File: config.mk
export PLATFORM = sky130hd
export DESIGN_NAME = svf_resonant_drum_voice
export DESIGN_NICKNAME = d
export VERILOG_FILES = /design/src/rtl/sdv_pkg.sv /design/src/rtl/sdv_qmul.sv /design/src/rtl/svf_resonant_drum_voice.sv
export SDC_FILE = /design/constraint.sdc
export NUM_CORES = 2
export LEC_CHECK = 0
export BUFFER_PORTS_ARGS = -buffer_cell sky130_fd_sc_hd__clkbuf_2
export CAP_MARGIN = 0
export CORE_MARGIN = 2
export CORE_UTILIZATION = 60
export CTS_CLUSTER_SIZE = 30
export DETAILED_ROUTE_END_ITERATION = 16
export GPL_TIMING_DRIVEN = 0
export PLACE_DENSITY = 0.76
export SKIP_CTS_REPAIR_TIMING = 1
export SLEW_MARGIN = 20
export SYNTH_ARGS = -nofsm -noshare
export SYNTH_HDL_FRONTEND = slang
export SYNTH_HIERARCHICAL = 1
export SYNTH_SLANG_ARGS = --single-unit
export TNS_END_PERCENT = 1
File: constraint.sdc
create_clock -name clk_i -period 9.3 [get_ports clk_i]
set_clock_uncertainty 0.05 [all_clocks]
set_input_delay 0.93 -clock clk_i [delete_from_list [all_inputs] [get_ports clk_i]]
set_output_delay 0.93 -clock clk_i [all_outputs]
set_load 0.02 [all_outputs]
File: src/rtl/sdv_pkg.sv
package sdv_pkg;

  localparam int unsigned FracBitsDef  = 24;
  localparam int unsigned OutFracBits  = 14;

  localparam int unsigned FreqWidth    = 25;
  localparam int unsigned DampWidth    = 25;
  localparam int unsigned DecayWidth   = 24;
  localparam int unsigned VelWidth     = 25;
  localparam int unsigned CfgDataWidth = 25;
  localparam int unsigned CfgIdxWidth  = 2;
  localparam int unsigned AccWidth     = 32;
  localparam int unsigned SampleWidth  = 16;

  localparam logic [FreqWidth-1:0]  FreqReset  = 25'd5944168;
  localparam logic [DampWidth-1:0]  DampReset  = 25'd1290555;
  localparam logic [DecayWidth-1:0] DecayReset = 24'd16771782;

  localparam logic [CfgIdxWidth-1:0] CfgFreq  = 2'd0;
  localparam logic [CfgIdxWidth-1:0] CfgDamp  = 2'd1;
  localparam logic [CfgIdxWidth-1:0] CfgDecay = 2'd2;

  localparam logic KindTick    = 1'b0;
  localparam logic KindTrigger = 1'b1;

  localparam logic signed [AccWidth-1:0] SampleMax = 32'sd32767;
  localparam logic signed [AccWidth-1:0] SampleMin = -32'sd32768;

  typedef enum logic [9:0] {
    ST_IDLE = 10'b00_0000_0001,
    ST_FB   = 10'b00_0000_0010,
    ST_DB   = 10'b00_0000_0100,
    ST_HI   = 10'b00_0000_1000,
    ST_FH   = 10'b00_0001_0000,
    ST_BP   = 10'b00_0010_0000,
    ST_SH   = 10'b00_0100_0000,
    ST_EN   = 10'b00_1000_0000,
    ST_DN   = 10'b01_0000_0000,
    ST_OUT  = 10'b10_0000_0000
  } state_e;

  typedef struct packed {
    logic signed [AccWidth-1:0] a;
    logic signed [AccWidth-1:0] b;
  } mul_op_t;

endpackage

File: src/rtl/sdv_qmul.sv
module sdv_qmul import sdv_pkg::*; #(
  parameter int unsigned FRAC_BITS = FracBitsDef
) (
  input  logic                       clk_i,
  input  mul_op_t                    op_i,
  output logic signed [AccWidth-1:0] prod_o
);

  logic signed [2*AccWidth-1:0] full;
  logic signed [AccWidth-1:0]   prod_q;

  assign full = op_i.a * op_i.b;

  always_ff @(posedge clk_i) begin
    prod_q <= full[FRAC_BITS+AccWidth-1:FRAC_BITS];
  end

  assign prod_o = prod_q;

endmodule

File: src/rtl/svf_resonant_drum_voice.sv
// Percussion voice: a state-variable filter (low and band accumulators) excited by an
// impulse and scaled by a decaying envelope, all in signed fixed point with FRAC_BITS
// fraction bits. A trigger beat (kind 1) loads the impulse and restarts the envelope and
// returns nothing. A tick beat (kind 0) returns one 16-bit sample and keeps the input
// stalled from its acceptance until the sample is written, so no new beat is taken
// before the last tick is through, because its five products pass one at a time through a
// single registered 32x32 multiplier; the result sits in an output register, and a stalled
// output holds the voice in its last step until the sample is taken.
module svf_resonant_drum_voice import sdv_pkg::*; #(
  parameter int unsigned FRAC_BITS = FracBitsDef
) (
  input  logic                          clk_i,
  input  logic                          rst_ni,
  input  logic                          cfg_we_i,
  input  logic [CfgIdxWidth-1:0]        cfg_index_i,
  input  logic [CfgDataWidth-1:0]       cfg_wdata_i,
  input  logic                          in_valid_i,
  output logic                          in_stall_o,
  input  logic                          kind_i,
  input  logic [VelWidth-1:0]           velocity_i,
  output logic                          out_valid_o,
  input  logic                          out_stall_i,
  output logic signed [SampleWidth-1:0] sample_o
);

  localparam int unsigned OutShift = FRAC_BITS - OutFracBits;
  localparam logic [AccWidth-1:0] OneQ = AccWidth'(1) << FRAC_BITS;

  state_e state_q, state_d;

  logic [FreqWidth-1:0]  freq_q;
  logic [DampWidth-1:0]  damp_q;
  logic [DecayWidth-1:0] decay_q;

  logic signed [AccWidth-1:0] low_q, band_q, env_q, pend_q, high_q, shaped_q;
  logic signed [SampleWidth-1:0] sample_q;
  logic out_valid_q;

  mul_op_t mul_op;
  logic signed [AccWidth-1:0] prod;

  logic in_accept, out_accept;
  logic [AccWidth:0]   vel_ext, vel_clamp;
  logic [AccWidth+1:0] vel_x3;
  logic signed [AccWidth-1:0] high_calc, scaled;
  logic signed [SampleWidth-1:0] sample_sat;

  assign in_stall_o  = (state_q != ST_IDLE);
  assign in_accept   = in_valid_i && !in_stall_o;
  assign out_accept  = out_valid_q && !out_stall_i;
  assign out_valid_o = out_valid_q;
  assign sample_o    = sample_q;

  always_ff @(posedge clk_i or negedge rst_ni) begin
    if (!rst_ni) begin
      freq_q  <= FreqReset;
      damp_q  <= DampReset;
      decay_q <= DecayReset;
    end else if (cfg_we_i) begin
      case (cfg_index_i)
        CfgFreq:  freq_q  <= cfg_wdata_i[FreqWidth-1:0];
        CfgDamp:  damp_q  <= cfg_wdata_i[DampWidth-1:0];
        CfgDecay: decay_q <= cfg_wdata_i[DecayWidth-1:0];
        default: ;
      endcase
    end
  end

  always_comb begin
    mul_op.a = AccWidth'(freq_q);
    mul_op.b = band_q;
    case (state_q)
      ST_DB: begin
        mul_op.a = AccWidth'(damp_q);
        mul_op.b = band_q;
      end
      ST_FH: begin
        mul_op.a = AccWidth'(freq_q);
        mul_op.b = high_q;
      end
      ST_SH: begin
        mul_op.a = band_q;
        mul_op.b = env_q;
      end
      ST_EN: begin
        mul_op.a = env_q;
        mul_op.b = AccWidth'(decay_q);
      end
      default: begin
        mul_op.a = AccWidth'(freq_q);
        mul_op.b = band_q;
      end
    endcase
  end

  sdv_qmul #(
    .FRAC_BITS(FRAC_BITS)
  ) u_qmul (
    .clk_i (clk_i),
    .op_i  (mul_op),
    .prod_o(prod)
  );

  assign vel_ext   = (AccWidth+1)'(velocity_i);
  assign vel_clamp = (vel_ext > (AccWidth+1)'(OneQ)) ? (AccWidth+1)'(OneQ) : vel_ext;
  assign vel_x3    = (AccWidth+2)'(vel_clamp) + ((AccWidth+2)'(vel_clamp) << 1);

  assign high_calc = pend_q - low_q - prod;
  assign scaled    = shaped_q >>> OutShift;
  assign sample_sat = (scaled > SampleMax) ? SampleMax[SampleWidth-1:0] :
                      (scaled < SampleMin) ? SampleMin[SampleWidth-1:0] :
                      scaled[SampleWidth-1:0];

  always_comb begin
    state_d = state_q;
    case (state_q)
      ST_IDLE: if (in_accept && kind_i == KindTick) state_d = ST_FB;
      ST_FB:   state_d = ST_DB;
      ST_DB:   state_d = ST_HI;
      ST_HI:   state_d = ST_FH;
      ST_FH:   state_d = ST_BP;
      ST_BP:   state_d = ST_SH;
      ST_SH:   state_d = ST_EN;
      ST_EN:   state_d = ST_DN;
      ST_DN:   state_d = ST_OUT;
      ST_OUT:  if (!out_valid_q || !out_stall_i) state_d = ST_IDLE;
      default: state_d = ST_IDLE;
    endcase
  end

  always_ff @(posedge clk_i or negedge rst_ni) begin
    if (!rst_ni) begin
      state_q     <= ST_IDLE;
      low_q       <= '0;
      band_q      <= '0;
      env_q       <= '0;
      pend_q      <= '0;
      out_valid_q <= 1'b0;
    end else begin
      state_q <= state_d;
      if (state_q == ST_OUT && (!out_valid_q || !out_stall_i)) begin
        out_valid_q <= 1'b1;
      end else if (out_accept) begin
        out_valid_q <= 1'b0;
      end
      case (state_q)
        ST_IDLE: begin
          if (in_accept && kind_i == KindTrigger) begin
            pend_q <= vel_x3[AccWidth:1];
            env_q  <= OneQ;
          end
        end
        ST_DB: low_q <= low_q + prod;
        ST_HI: pend_q <= '0;
        ST_BP: band_q <= band_q + prod;
        ST_DN: env_q <= prod;
        default: ;
      endcase
    end
  end

  always_ff @(posedge clk_i) begin
    if (state_q == ST_HI) begin
      high_q <= high_calc;
    end
    if (state_q == ST_EN) begin
      shaped_q <= prod;
    end
    if (state_q == ST_OUT && (!out_valid_q || !out_stall_i)) begin
      sample_q <= sample_sat;
    end
  end

  a_tick_starts: assert property (@(posedge clk_i) disable iff (!rst_ni)
    (in_accept && kind_i == KindTick) |=> (state_q == ST_FB))
    else $error("tick beat did not start the filter update");

  a_trigger_env: assert property (@(posedge clk_i) disable iff (!rst_ni)
    (in_accept && kind_i == KindTrigger) |=> (state_q == ST_IDLE && env_q == OneQ))
    else $error("trigger beat did not restart the envelope");

  a_impulse_once: assert property (@(posedge clk_i) disable iff (!rst_ni)
    (state_q == ST_FH) |-> (pend_q == '0))
    else $error("impulse not cleared after use");

  a_out_from_seq: assert property (@(posedge clk_i) disable iff (!rst_ni)
    $rose(out_valid_q) |-> $past(state_q == ST_OUT))
    else $error("sample raised outside the output step");

endmodule
**After elaboration in Yosys (flattened, before gate mapping)**

Index checks and enable logic that the tools add are counted.
W data, S select, Z words.

- Add/subtract/negate cells: 5
- $mul: 1
- Div/mod/pow operators: 0
- Magnitude comparators: 3
- Equal/unequal tests: 16
- Shift operators: 0
- Mux-type cells: 12
- Bitwise gates (word level): 1
- Reduce and logical (&&, ||, !) cells: 19

Operators by type and width:

| kind | number |
|---|---|
| $pmux W64 S4 | 1 |
| $pmux W32 S2 | 2 |
| $pmux W10 S10 | 1 |
| $add A32 B32 Y32 | 2 |
| $mux W32 | 2 |
| $sub A32 B32 Y32 | 2 |
| $mul A32 B32 Y56 | 1 |
| $add A25 B26 Y27 | 1 |
| $gt A25 B25 Y1 const B | 1 |
| $mux W25 | 1 |
| $gt A22 B16 Y1 const B | 1 |
| $lt A22 B16 Y1 const B | 1 |
| $mux W10 | 2 |
| $mux W16 | 1 |
| $reduce_and A2 Y1 | 6 |
| $eq A10 B1 Y1 const B | 1 |
| $eq A10 B10 Y1 const B | 1 |
| $eq A10 B2 Y1 const B | 1 |
| $eq A10 B3 Y1 const B | 1 |
| $eq A10 B4 Y1 const B | 1 |
| $eq A10 B5 Y1 const B | 1 |
| $eq A10 B6 Y1 const B | 1 |
| $eq A10 B7 Y1 const B | 1 |
| $eq A10 B8 Y1 const B | 1 |
| 12 further kinds | 23 |

- Flip-flop bits (word level): 325
- Bits in latches: 0
- Memory bits (writable): 0
- Bits in read-only memories: 0
- Input port bits: 58
- Memories: 0

**Depth between registers and ports, before layout**

- Depth in word-level cells: 6
- Depth in mapped cells: 38
- Gate-level depth less buffers: 35

**Modules after synthesis**

Netlist, hierarchy kept.

By module, submodules not included:

| module | instances | cells an instance | area an instance (um2) |
|---|---|---|---|
| sdv_qmul | 1 | 3596 | 33545.9 |
| svf_resonant_drum_voice | 1 | 1866 | 18181.2 |

**Worst setup path before layout**

OpenSTA, ideal clock, no wires.

- Path kind: reg-to-reg
- Start: register state_q[5]
- End: register u_qmul.prod_q[29], in the netlist u_qmul/prod_o[29]
- Library setup time: 0.072 ns
- Data arrival time: 9.366 ns
- Slack: -0.189 ns
- Stages on the path, launching flop included: 31
- Path buffers: 3
- Clock period less this slack: 9.489 ns
- Cells stage by stage: dfrtp_1 -> nor2_1 -> nand2_1 -> nor3_1 -> nand2_1 -> nor3b_1 -> clkbuf_1 -> a22o_1 -> clkbuf_1 -> nand2_1 -> inv_1 -> fa_1 -> fa_1 -> fa_1 -> fa_1 -> inv_1 -> fa_1 -> fa_1 -> fa_1 -> fa_1 -> inv_1 -> ha_1 -> clkbuf_1 -> o21ai_0 -> o21bai_1 -> a21oi_1 -> nor2b_1 -> o31ai_1 -> o21ai_2 -> o31ai_1 -> xnor2_1

RTL lines:

| element | line | RTL |
|---|---|---|
| start, declared | svf_resonant_drum_voice.sv:29 | `state_e state_q, state_d;` |
| start signal, assigned | svf_resonant_drum_voice.sv:140 | `state_q <= state_d;` |
| end signal, assigned | sdv_qmul.sv:15 | `prod_q <= full[FRAC_BITS+AccWidth-1:FRAC_BITS];` |
| end, declared | sdv_qmul.sv:10 | `logic signed [AccWidth-1:0] prod_q;` |

==> flow_summary.toml <==
[yosys]
synth_edf_count = 70
synthFlopType = "dfrtp_1"
synth_area_mm2 = 0.0517
yosysSeqAreaShare_pct = 15.4
netlist_instances = 5462
yosysWarnings = 6
async_flop_share_pct = 67.0
ys_types = 99
synth_nets = 6845
ys_ff_latch = 309
synth.avg_cell_area_um2 = 9.47

[grt]
grt_max_degree = 86
grt_pass1_vias = 42644
antenna_found_initial = 12
grt_util_all_layers_pct = 40.2
grt_overflow_total = 0
grt_pass1_wl_um = 262000

[drt]
drtIter0Drc = 4657
final_antenna_net_count = 0
drt-pass1-iter-count = 10
routed_wl_um = 178000
detail_route.wl_per_cell_um = 26.1
avgViaCountPerCell = 6.05
vias = 41204
drcViolationCount = 0

[timing]
setup_viol = 12
hold_viol_final = 0
min_period_over_period_pct = 102
worstMarginPinSlew_ps = 935
rsz0062_at_grt = "true"
slew_headroom_pct = 37.4
min_period_ps = 9470
fmax_mhz = 106
final.setup.worst_slack_ps = -167
slew_viol_final = 0
finalSetupTns_ps = -947

[placement]
hpwl_um = 142000
place_congestion = 1.10
dpl_cell_area_mm2 = 0.0536
io_buffers = 67
dp.cells = 6675

[power]
total_power_uw = 10000
ir_drop_mv = 0.244
p_int_uw = 5090
leakagePower_uw = 0.0277
p_sw_share_pct = 49.1
power_density_mw_per_mm2 = 174
combPwrFrac_pct = 66.3
pwr-share-clk_pct = 11.8
power_switching_uw = 4910
pwr-share-seq_pct = 21.9

[finish]
drive_gt1_share_pct = 13.3
finalInstanceArea_mm2 = 0.0573
layout_common_cells = "inv_1 (1033), fa_1 (980), nand2_1 (739), and2_1 (473), ha_1 (293)"
area_delta_synth_final_pct = 10.7
nets = 7022
final_common_cell = "inv_1"
stdcell_count = 6813

[job]
cap_violations = 0

[floorplan]
ios = 76
start_util_pct = 60.7
die-area_mm2 = 0.0886
die_w_um = 298
core_mm2 = 0.0853
row_count = 107
die_h_um = 298

[min_path]
worst_hold_path_type = "in -> async"

[critical_path]
slowest_stage = "fa_2"
path_max_fanout = 8
criticalPathCategory = "reg -> reg"
startpoint_type = "flop"
worstPathRequired_ps = 9730
crit_path_max_incr_delay_ps = 700
cp-end-kind = "flop"
arrival_ps = 9900

[clock_tree]
clk_latency_ps = 610
cts_made_buffers = 29
cts.sink_count = 309
cts.path.max_buffers = 3
cts-root-buf = "clkbuf_16"
htreeDepth = 1
cts_tree = "done"
clkTransAtPathRegs_ps = 70

[status]
status = "finished, violations left"
violations = "setup timing"
==> through the flow <==
stage / worst slack [ps] / hold WS, ps / util, %
floorplan: 222 / 356 / -
global placement: -2340 / 373 / 62.7
detailed placement: -2410 / 371 / 62.8
CTS: -2540 / 257 / 63.9
global route: -329 / 279 / 67.2
finish: -167 / 251 / 67.2
==> final timing paths <==
| path | to | start | slack [ps] | depth (start not counted) |
|---|---|---|---|---|
| min in group clk_i | shaped_q[31]$_DFFE_PN_ | u_qmul/prod_o[31]$_DFF_P_ | 400 | 0 |
| hold reg to reg | shaped_q[31]$_DFFE_PN_ | u_qmul/prod_o[31]$_DFF_P_ | 400 | 0 |
| setup reg to reg | u_qmul/prod_o[31]$_DFF_P_ | state_q[6]$_DFFE_PN0P_ | -170 | 31 |
| hold / removal | low_q[26]$_DFFE_PN0N_ | rst_ni | 250 | 1 |
| setup / recovery | u_qmul/prod_o[31]$_DFF_P_ | state_q[6]$_DFFE_PN0P_ | -170 | 31 |
| max in group asynchronous | decay_q[1]$_DFFE_PN1P_ | rst_ni | 8150 | 2 |
==> layout make-up <==
class                      instances  area (um^2)
clock buffer                      38          790
buffer                           266         2190
timing repair buffer             158         1170
antenna                            7         17.5
tap                             1144         1430
sequential                       309         7980
fill                            6669        28000
inverter                        1044         3930
clock inverter                    16          120
multi-input combinational       3831        39600
==> layer usage <==
metal	vias to the layer above	track usage (%)	share of wire (%)
met3	764	12.2	12
met2	2719	60.7	44
met4	6	27.2	8.8
met5	-	0	0.038
li1	17220	-	-
met1	20495	49.9	36
==> synth_stat cells (62+ instances only) <==
cell / number / area share (%)
inv_1: 1042 / 7.6
mux2_2: 78 / 1.7
edfxtp_1: 70 / 4.1
ha_1: 315 / 7.6
a21oi_1: 135 / 1.3
xnor2_1: 98 / 1.7
xor2_1: 62 / 1.0
fa_1: 1010 / 39
o21ai_0: 134 / 1.3
and2_1: 475 / 5.7
nand2_1: 792 / 5.7
dfrtp_1: 165 / 8.0
clkbuf_1: 264 / 1.9
a21o_1: 71 / 1.0
nor2_1: 119 / 0.86
==> critical path: cells and delay by family (launching register included) <==
family | cells | cell delay [ps]
AND/OR/NAND/NOR | 13 | 2500
buffers and inverters | 5 | 810
AO/OA/AOI/OAI | 3 | 600
adder cells (fa/ha/maj) | 9 | 4630
flip-flops | 1 | 450
XOR/XNOR | 1 | 240
==> power by group through the flow <==
stage	sequential, uW	clock, uW	combinational [uW]
5_1_grt	2200	1230	7170
2_1_floorplan	2000	0	4300
3_5_place_dp	2190	0	6000
3_3_place_gp	2190	0	5890
4_1_cts	2170	1180	6060
6_report	2190	1180	6630
==> flip-flops by register name, indices dropped and copies added, names as in the netlist, 24 cells and up <==
name	cells
band_q	32
damp_q	25
decay_q	24
env_q	32
freq_q	25
high_q	32
low_q	32
pend_q	26
u_qmul/prod_o	32
==> cell families after synthesis <==
logic type                 Yosys count  share of synthesized area, %
buffers and inverters             1322                          9.64
xor gates and xnor gates           160                          2.71
DFF                                309                          15.4
adders and majority gates         1325                          46.7
AOI/OAI and AO/OA                  631                          8.39
muxes                               81                          1.76
and+or+nand+nor                   1634                          15.4
Note: power is estimated with default switching activity, not from simulation.
